### config.mk
export PLATFORM = sky130hd
export DESIGN_NAME = trimmed_range_after_three_removals_core
export DESIGN_NICKNAME = d
export VERILOG_FILES = /design/src/hdl/trac_pkg.sv /design/src/hdl/trac_front.sv /design/src/hdl/trac_queue.sv /design/src/hdl/trac_back.sv /design/src/hdl/trimmed_range_after_three_removals_core.sv
export VERILOG_INCLUDE_DIRS = /design/src /design/src/hdl
export SDC_FILE = /design/constraint.sdc
export NUM_CORES = 2
export LEC_CHECK = 0
export BUFFER_PORTS_ARGS = -buffer_cell sky130_fd_sc_hd__clkbuf_2
export CORE_UTILIZATION = 40
export DETAILED_ROUTE_END_ITERATION = 8
export HOLD_SLACK_MARGIN = 0.1
export PLACE_DENSITY_LB_ADDON = 0.2
export REMOVE_ABC_BUFFERS = 1
export SKIP_CTS_REPAIR_TIMING = 1
export SYNTH_ARGS = -nofsm -noshare
export SYNTH_HDL_FRONTEND = slang
export SYNTH_SLANG_ARGS = --single-unit
### constraint.sdc
create_clock -name clk -period 22.1 [get_ports clk]
set_input_delay 0 -clock clk [delete_from_list [all_inputs] [get_ports clk]]
set_output_delay 0 -clock clk [all_outputs]
set_load 0.02 [all_outputs]
### src/hdl/trimmed_range_after_three_removals_core_assert.svh
// Assertion macros for the trimmed range core.
`ifndef TRIMMED_RANGE_AFTER_THREE_REMOVALS_CORE_ASSERT_SVH
`define TRIMMED_RANGE_AFTER_THREE_REMOVALS_CORE_ASSERT_SVH

// Same-cycle implication, clocked on clk, off during reset.
`define TRAC_ASSERT_IMPL(lbl, ante, cons) \
  lbl: assert property (@(posedge clk) disable iff (!rst_n) (ante) |-> (cons)) \
    else $error("trac: same-cycle check failed");

// Next-cycle implication, clocked on clk, off during reset.
`define TRAC_ASSERT_NEXT(lbl, ante, cons) \
  lbl: assert property (@(posedge clk) disable iff (!rst_n) (ante) |=> (cons)) \
    else $error("trac: next-cycle check failed");

`endif

### src/hdl/trac_pkg.sv
// Shared types and constants for the trimmed range core.
`timescale 1ns / 1ps
package trac_pkg;

  localparam int DATA_W  = 32;
  localparam int RANGE_W = 32;

  typedef logic signed [DATA_W-1:0] sample_t;
  typedef logic [RANGE_W-1:0]       range_t;

  // queue fill status seen by the back end and the top-level input handshake
  typedef struct packed {
    logic empty;
    logic full;
  } trac_qstat_t;

endpackage

### src/hdl/trac_front.sv
// Front end: accepts values and keeps the sorted smallest and largest lists.
`timescale 1ns / 1ps
module trac_front
  import trac_pkg::*;
#(
  parameter int KEEP = 4
) (
  input  logic                        clk,
  input  logic                        rst_n,
  input  logic                        acc,
  input  sample_t                     sample,
  input  logic                        last,
  output logic                        push,
  output logic [2*KEEP*DATA_W:0]      push_data
);

  localparam int CNT_W = $clog2(KEEP + 2);

  logic [CNT_W-1:0] cnt_r, cnt_nxt, cnt_inc;
  sample_t          sm_r [KEEP];
  sample_t          sm_nxt [KEEP];
  sample_t          lg_r [KEEP];
  sample_t          lg_nxt [KEEP];
  logic [KEEP-1:0]  keep_s, keep_l;
  logic             small_set;

  always_comb begin
    for (int j = 0; j < KEEP; j++) begin
      keep_s[j] = (cnt_r > CNT_W'(j)) && (sm_r[j] <= sample);
      keep_l[j] = (cnt_r > CNT_W'(j)) && (lg_r[j] >= sample);
    end
    sm_nxt[0] = keep_s[0] ? sm_r[0] : sample;
    lg_nxt[0] = keep_l[0] ? lg_r[0] : sample;
    for (int j = 1; j < KEEP; j++) begin
      sm_nxt[j] = keep_s[j] ? sm_r[j] : (keep_s[j-1] ? sample : sm_r[j-1]);
      lg_nxt[j] = keep_l[j] ? lg_r[j] : (keep_l[j-1] ? sample : lg_r[j-1]);
    end
  end

  always_comb begin
    cnt_inc   = (cnt_r > CNT_W'(KEEP)) ? cnt_r : cnt_r + CNT_W'(1);
    small_set = (cnt_inc <= CNT_W'(KEEP));
    cnt_nxt   = last ? '0 : cnt_inc;
  end

  always_ff @(posedge clk) begin
    if (!rst_n) begin
      cnt_r <= '0;
    end else if (acc) begin
      cnt_r <= cnt_nxt;
    end
  end

  always_ff @(posedge clk) begin
    if (acc) begin
      for (int j = 0; j < KEEP; j++) begin
        sm_r[j] <= sm_nxt[j];
        lg_r[j] <= lg_nxt[j];
      end
    end
  end

  // request to the back end carries the updated lists of a finished set
  always_comb begin
    push      = acc && last;
    push_data = '0;
    push_data[2*KEEP*DATA_W] = small_set;
    for (int j = 0; j < KEEP; j++) begin
      push_data[j*DATA_W +: DATA_W]        = sm_nxt[j];
      push_data[(KEEP+j)*DATA_W +: DATA_W] = lg_nxt[j];
    end
  end

endmodule

### src/hdl/trac_queue.sv
// Two-entry queue between the front and back ends.
`timescale 1ns / 1ps
module trac_queue
  import trac_pkg::*;
#(
  parameter int WIDTH = 257
) (
  input  logic             clk,
  input  logic             rst_n,
  input  logic             push,
  input  logic [WIDTH-1:0] wr_data,
  input  logic             pop,
  output logic [WIDTH-1:0] rd_data,
  output trac_qstat_t      qstat
);

  logic [WIDTH-1:0] mem_r [2];
  logic             wr_ptr_r, rd_ptr_r;
  logic [1:0]       fill_r;

  always_ff @(posedge clk) begin
    if (!rst_n) begin
      wr_ptr_r <= 1'b0;
      rd_ptr_r <= 1'b0;
      fill_r   <= 2'd0;
    end else begin
      if (push) wr_ptr_r <= ~wr_ptr_r;
      if (pop)  rd_ptr_r <= ~rd_ptr_r;
      case ({push, pop})
        2'b10:   fill_r <= fill_r + 2'd1;
        2'b01:   fill_r <= fill_r - 2'd1;
        default: fill_r <= fill_r;
      endcase
    end
  end

  always_ff @(posedge clk) begin
    if (push) mem_r[wr_ptr_r] <= wr_data;
  end

  assign rd_data     = mem_r[rd_ptr_r];
  assign qstat.empty = (fill_r == 2'd0);
  assign qstat.full  = (fill_r == 2'd2);

endmodule

### src/hdl/trac_back.sv
// Back end: differences of paired list entries and a registered minimum tree.
`timescale 1ns / 1ps
module trac_back
  import trac_pkg::*;
#(
  parameter int KEEP = 4
) (
  input  logic                   clk,
  input  logic                   rst_n,
  input  trac_qstat_t            qstat,
  input  logic [2*KEEP*DATA_W:0] rd_data,
  output logic                   pop,
  output logic                   out_valid,
  input  logic                   out_ready,
  output range_t                 out_range
);

  localparam int LVLS = $clog2(KEEP);
  localparam int P    = 1 << LVLS;

  range_t          lvl_r [LVLS+1][P];
  logic [LVLS:0]   vld_r;
  logic            adv;
  range_t          diff_c [KEEP];
  logic            small_set;

  assign adv = !vld_r[LVLS] || out_ready;
  assign pop = adv && !qstat.empty;
  assign small_set = rd_data[2*KEEP*DATA_W];

  always_comb begin
    for (int i = 0; i < KEEP; i++) begin
      logic signed [DATA_W:0] d;
      d = {rd_data[(2*KEEP-1-i)*DATA_W + DATA_W-1], rd_data[(2*KEEP-1-i)*DATA_W +: DATA_W]}
        - {rd_data[i*DATA_W + DATA_W-1], rd_data[i*DATA_W +: DATA_W]};
      diff_c[i] = (small_set || d[DATA_W]) ? '0 : range_t'(d[RANGE_W-1:0]);
    end
  end

  always_ff @(posedge clk) begin
    if (!rst_n) begin
      vld_r <= '0;
    end else if (adv) begin
      vld_r <= {vld_r[LVLS-1:0], !qstat.empty};
    end
  end

  always_ff @(posedge clk) begin
    if (adv) begin
      for (int k = 0; k < P; k++) begin
        lvl_r[0][k] <= (k < KEEP) ? diff_c[k] : '1;
      end
      for (int l = 1; l <= LVLS; l++) begin
        for (int k = 0; k < (P >> l); k++) begin
          lvl_r[l][k] <= (lvl_r[l-1][2*k] < lvl_r[l-1][2*k+1]) ?
                         lvl_r[l-1][2*k] : lvl_r[l-1][2*k+1];
        end
      end
    end
  end

  assign out_valid = vld_r[LVLS];
  assign out_range = lvl_r[LVLS][0];

endmodule

### src/hdl/trimmed_range_after_three_removals_core.sv
// Top level of the trimmed range core.
//
//  channel  | direction | tdata (low bit up)     | tlast
//  in_      | request   | sample_value [31:0]    | end_of_set
//  out_     | result    | min_range [31:0]       | -
//
// Takes one value per cycle while the queue is not full; the sorted-list insertion is combinational.
// A result's lists enter the queue with its last value, then pass the difference register and the min-tree levels.
// Reset (rst_n low, synchronous) clears the count, queue and pipeline valids.
// A stalled output holds the pipeline; the input stalls when the queue is full.
`timescale 1ns / 1ps
`include "trimmed_range_after_three_removals_core_assert.svh"
module trimmed_range_after_three_removals_core
  import trac_pkg::*;
#(
  parameter int REMOVALS = 3
) (
  input  logic        clk,
  input  logic        rst_n,
  input  logic        in_tvalid,
  output logic        in_tready,
  input  logic [31:0] in_tdata,   // [31:0] sample_value
  input  logic        in_tlast,
  output logic        out_tvalid,
  input  logic        out_tready,
  output logic [31:0] out_tdata   // [31:0] min_range
);

  localparam int KEEP = REMOVALS + 1;
  localparam int QW   = 2 * KEEP * DATA_W + 1;

  logic          acc, push, pop;
  logic [QW-1:0] push_data, rd_data;
  trac_qstat_t   qstat;

  assign in_tready = !qstat.full;
  assign acc       = in_tvalid && in_tready;

  trac_front #(.KEEP(KEEP)) u_front (
    .clk       (clk),
    .rst_n     (rst_n),
    .acc       (acc),
    .sample    (sample_t'(in_tdata)),
    .last      (in_tlast),
    .push      (push),
    .push_data (push_data)
  );

  trac_queue #(.WIDTH(QW)) u_queue (
    .clk     (clk),
    .rst_n   (rst_n),
    .push    (push),
    .wr_data (push_data),
    .pop     (pop),
    .rd_data (rd_data),
    .qstat   (qstat)
  );

  trac_back #(.KEEP(KEEP)) u_back (
    .clk       (clk),
    .rst_n     (rst_n),
    .qstat     (qstat),
    .rd_data   (rd_data),
    .pop       (pop),
    .out_valid (out_tvalid),
    .out_ready (out_tready),
    .out_range (out_tdata)
  );

  `TRAC_ASSERT_IMPL(a_queue_status, qstat.full, !qstat.empty)
  `TRAC_ASSERT_IMPL(a_no_push_full, push, !qstat.full)
  `TRAC_ASSERT_IMPL(a_no_pop_empty, pop, !qstat.empty)
  `TRAC_ASSERT_NEXT(a_push_fills, push && !pop, !qstat.empty)

endmodule
# Yosys cells after proc, flatten, opt, wreduce, memory -nomap -nowiden
# Memories as Yosys holds them, arrays and structs flattened. A register that Yosys moved wholly into a read port is not among the register bits.
# Index checks and enable logic that the tools add are counted.
# word_totals
register_bits	10
mem_bits_rw	1154
in_bits	37
output_inout_bits	34
elab_cells	91
mem_count	4
# memory_table
name	words	width	rd	rd_ports_with_merged_regs	wr	line	text
u_queue.mem_r	2	257	1	1	1	trac_queue.sv:17	logic [WIDTH-1:0] mem_r [2];
u_back.lvl_r	3	128	3	0	3	trac_back.sv:21	range_t lvl_r [LVLS+1][P];
u_front.lg_r	4	32	4	0	4	trac_front.sv:22	sample_t lg_r [KEEP];
u_front.sm_r	4	32	4	0	4	trac_front.sv:20	sample_t sm_r [KEEP];
# op_classes
n_addsub	7
magnitude_cmp	17
n_eq_ne	3
mux	32
bitwise_logic	2
reduce_logical	21
# op_table
op	count
$mux W32	21
$sub A32 B32 Y33	4
$ge A32 B32 Y1	4
$le A32 B32 Y1	4
$lt A32 B32 Y1	3
$logic_and A1 B1 Y1	11
$mux W1	8
$gt A3 B1 Y1 const B	2
$gt A3 B2 Y1 const B	2
$mux W3	2
$logic_or A1 B1 Y1	5
$eq A2 B2 Y1 const B	2
$pmux W2 S2	1
$add A3 B1 Y3 const B	1
$gt A3 B3 Y1 const B	1
$le A3 B3 Y1 const B	1
$logic_not A1 Y1	3
$add A2 B1 Y2 const B	1
$eq A2 B1 Y1 const B	1
$logic_not A2 Y1	1
$not A1 Y1	2
$reduce_bool A2 Y1	1
$sub A2 B1 Y2 const B	1

# Longest topological paths before layout
# logic_depth
depth_word	6
depth_mapped	16

# By module
# From an unflattened synthesis, not the netlist that was laid out.
# unflattened
hier_cells	4873
hier_area_um2	58678.8
# modules_own_cells
mod	instances	cells_each	area_each_um2
trac_front	1	2207	21127.8
trac_queue	1	822	19610.1
trac_back	1	1842	17930.9
trimmed_range_after_three_removals_core	1	2	10.0

# Worst setup path before layout
# No wires, ideal clock.
# synth_path
path_type	register to register
start	register u_queue.fill_r[0]
end	register u_queue.wr_ptr_r
arrival_time_ps	17999
required_time_ps	21992
setup_slack_ps	3993
stages_incl_launch_ff	7
n_path_buf	0
path_cell_list	dfxtp_1 -> nand2b_1 -> nand2_1 -> inv_1 -> nand2_1 -> nor2_1 -> o21a_1
# synth_between
elab_chain_len	4
# synth_lines
element	line	text
start, declared	trac_queue.sv:19	logic [1:0] fill_r;
start signal, assigned	trac_queue.sv:30	2'b10: fill_r <= fill_r + 2'd1;
start signal, assigned	trac_queue.sv:31	2'b01: fill_r <= fill_r - 2'd1;
start signal, assigned	trac_queue.sv:32	default: fill_r <= fill_r;
$eq A2 B2 Y1	trac_queue.sv:43	assign qstat.full = (fill_r == 2'd2);
$logic_not A1 Y1	trimmed_range_after_three_removals_core.sv:36	assign in_tready = !qstat.full;
via in_tready	trimmed_range_after_three_removals_core.sv:21	output logic in_tready,
$logic_and A1 B1 Y1	trimmed_range_after_three_removals_core.sv:37	assign acc = in_tvalid && in_tready;
via acc	trimmed_range_after_three_removals_core.sv:32	logic acc, push, pop;
$logic_and A1 B1 Y1	trac_front.sv:65	push = acc && last;
end signal, assigned	trac_queue.sv:27	if (push) wr_ptr_r <= ~wr_ptr_r;
end, declared	trac_queue.sv:18	logic wr_ptr_r, rd_ptr_r;
# The timed path passes the listed nets, and every way through them passes these cells.
# A chain may end at the register's enable or synchronous reset.

==> metrics <==
Detail Placement HPWL=117000 µm; Post-DRT Antenna Nets=0; RSZ-0062 raised after global routing=no; CP delay by family, top=compound AO/OA/AOI/OAI gates; FF-to-FF setup slack=16220 ps; Post-Syn Area=0.0545 mm²; Final Hold Fails=0; fraction of power consumed by combinational cells=37.7%; Mapped Avg Cell Area=13.0 µm²; Max Used Layer=met4; vias in the first global route=32.9k; worst-path fanout max=44; gr usage total=22.9%; reg2reg end=u_queue.mem_r[1][161]; post-route insts no fill=6143; Final TNS setup=0 ps; Post-Route M1 WL=75800 µm; hold path endpoint=u_back.vld_r[0]; Required @ worst endpoint=22600 ps; Worst R2R Path Depth=11; grt total ovfl=0; status=finished, final reports clean; Reg power frac=36.1%; CTS tree=done; layout cell share with drive strength beyond 1=16.7%; hold depth=5; metal3 WL=9810 µm; synthesized instance count=4189; row cnt=135; sequential area share after synthesis=55.1%; final net count=4787; ys flop type=edfxtp_1; Area Growth Syn to Fin=11.6%; Die Y=371 µm; synthesized flop and latch total=1005; first drt pass iteration count=8; Max Cap Viol=0; Crit. End Element=flop; HP Class=in -> reg; Max VDD drop=0.113 mV; Worst-Margin Slew=1210 ps; fin crit period=5880 ps; initial antenna violation count=4; Netlist cell types=83; hold_sp=out_tready; routed via count=34.5k; CP dominant cell by count=buf_4; CP max stage cell=a311oi_1; initial drt markers=3509; Startpoint Class=flop; die width=371 µm; number of clock sinks=1005; pin count of the biggest net entering global routing=142; CP Cell Sequence=ha_1, and3_1, nand3_1, a311oi_1, o32ai_1, buf_4, mux2_2, o21ai_4, buf_4, mux2i_1, o21ai_0; CP arrival=6390 ps; DR WL/cell=25.8 µm; CP bufs+invs=2; Slowest Stage Delay on Critical Path=1120 ps; internal power=4.71 mW; input/output buffers=70; DRC=0; Clock Latency Late Sink=750 ps; Post-Route WL=159000 µm; power per standard cell area=122 mW/mm²; CTS Buf Count=109; routed wl met2=68500 µm; core area=0.135 mm²; Final setup viols=0; fmax=170 MHz; global-route wire length before repair=230000 µm; Sw Ratio=36.4%; H-Tree Depth=3; critical setup path kind=reg -> reg; Clk pwr share=26.2%; Via density=5.62; Bufs on Longest Clock Path=3; final clock skew=36.2 ps; Die ar.=0.138 mm²; worst rel slew slack=18.5%; Crit Reg-Reg Startpoint=u_front.lg_r[0][15]; root buffer cell=clkbuf_16; Yosys warning total=0; EDFF count, synth=994; Initial Utilization=40.3%; Worst-path clk slew=60 ps; Placer Congestion=1.01; Switch Pwr=2.69 mW; dpl cells=5898; async set-reset flop share out of synthesis=0%; Pins Over Slew Limit=0; Leakage Power=23.8 nW; fin crit share=26.6%; I/O pins=71
[worst min-delay path: cells and delay by family]
| family | cells | cell delay (ps) |
|---|---|---|
| compound gates | 1 | 70 |
| buf+inv | 2 | 610 |
| simple gates | 2 | 200 |
[layout by cell type, fill, tap and decap left out, drive strengths merged, types with 146 or more instances in the layout]
cell type  count
a21oi        295
clkbuf       199
edfxtp       994
ha           481
inv          197
mux2         408
mux2i        265
nand2        158
nor2         302
o21ai        146
[worst max-delay path by stage]
stage | from | endpoint | slack, ps | cells after the start
floorplan | u_queue.fill_r[0] | u_queue.wr_ptr_r | 3990 | 6
global placement | in_tdata[15] | u_front.lg_r[1][8] | 16280 | 13
detailed placement | in_tdata[15] | u_front.lg_r[1][8] | 16190 | 13
CTS | u_front.lg_r[0][15] | u_queue.mem_r[1][168] | 16300 | 11
global route | u_front.lg_r[0][15] | u_front.lg_r[1][12] | 16260 | 11
finish | u_front.lg_r[0][15] | u_queue.mem_r[1][161] | 16220 | 11
[power groups by stage]
stage                     Combinational (mW)  Sequential [mW]  Clock [mW]
after global placement                  2.74             2.70           0
after detailed placement                2.74             2.70           0
after global routing                    3.01             2.70        2.04
final                                   2.79             2.67        1.94
after CTS                               2.76             2.67        1.97
after floorplan                         1.91             2.71           0
[layout make-up]
class                   count  area [µm²]
clock buffers             129        2820
diodes                      2        5.00
clock inverters            77         941
fillers                 12083       74500
multi-input cells        2807       23000
flip-flops and latches   1005       30100
repair buffers            151        1090
well taps                1781        2230
inverters                 191         732
[per-stage QoR]
step                      power (mW)  hold WS, ps  area (µm²)  utilization (%)  setup WS [ps]
final                           7.40          210       60800             45.0          16220
after global placement          5.44          398       56700             41.9          16280
after floorplan                 4.62          117       53600                -           3990
after CTS                       7.40         -375       60500             44.7          16300
after detailed placement        5.44          415       56700             41.9          16190
after global routing            7.74          254       60800             45.0          16260
[layer usage]
metal	vias to the layer above	track usage, %
li1	16111	-
met4	0	7.25
met3	165	3.28
met1	17211	34.2
met2	1052	34.0
met5	-	0
[sequential cells by signal, summed over array words and instances (netlist names), named ones only]
signal and flops:
u_front.cnt_r 3, u_back.vld_r 3, u_queue.wr_ptr_r 1, u_queue.fill_r 2, u_queue.mem_r 514, u_front.lg_r 128
u_back.lvl_r 224, u_front.sm_r 128, u_queue.rd_ptr_r 1
[cell families (layout without fill, tap and decap cells)]
logic type	after synthesis	in the layout	share of synthesized area, %
simple gates	753	753	6.43
buf+inv	377	548	3.02
mux	673	673	13.3
fa+ha+maj	485	485	11.2
flops	1005	1005	55.1
xor+xnor	101	101	1.62
compound gates	795	795	9.32
other cells	0	2	0
[Yosys cell counts, types with 21 or more instances]
cell type | count | area [µm²]
edfxtp_1 | 994 | 29800
ha_1 | 481 | 6020
mux2_2 | 408 | 4590
nor2_1 | 302 | 1130
a21oi_1 | 294 | 1470
mux2i_1 | 265 | 2650
inv_1 | 191 | 717
nand2_1 | 157 | 589
o21ai_0 | 140 | 701
a21o_1 | 115 | 863
clkbuf_1 | 80 | 300
nand4_1 | 65 | 407
xor2_1 | 54 | 473
xnor2_1 | 47 | 412
buf_2 | 46 | 230
nor2b_1 | 46 | 288
nand3_1 | 44 | 220
nor3_1 | 44 | 220
o21a_1 | 42 | 315
buf_4 | 38 | 285
a211oi_1 | 32 | 240
nand2b_1 | 21 | 131
Note: power is estimated with default switching activity, not from simulation.
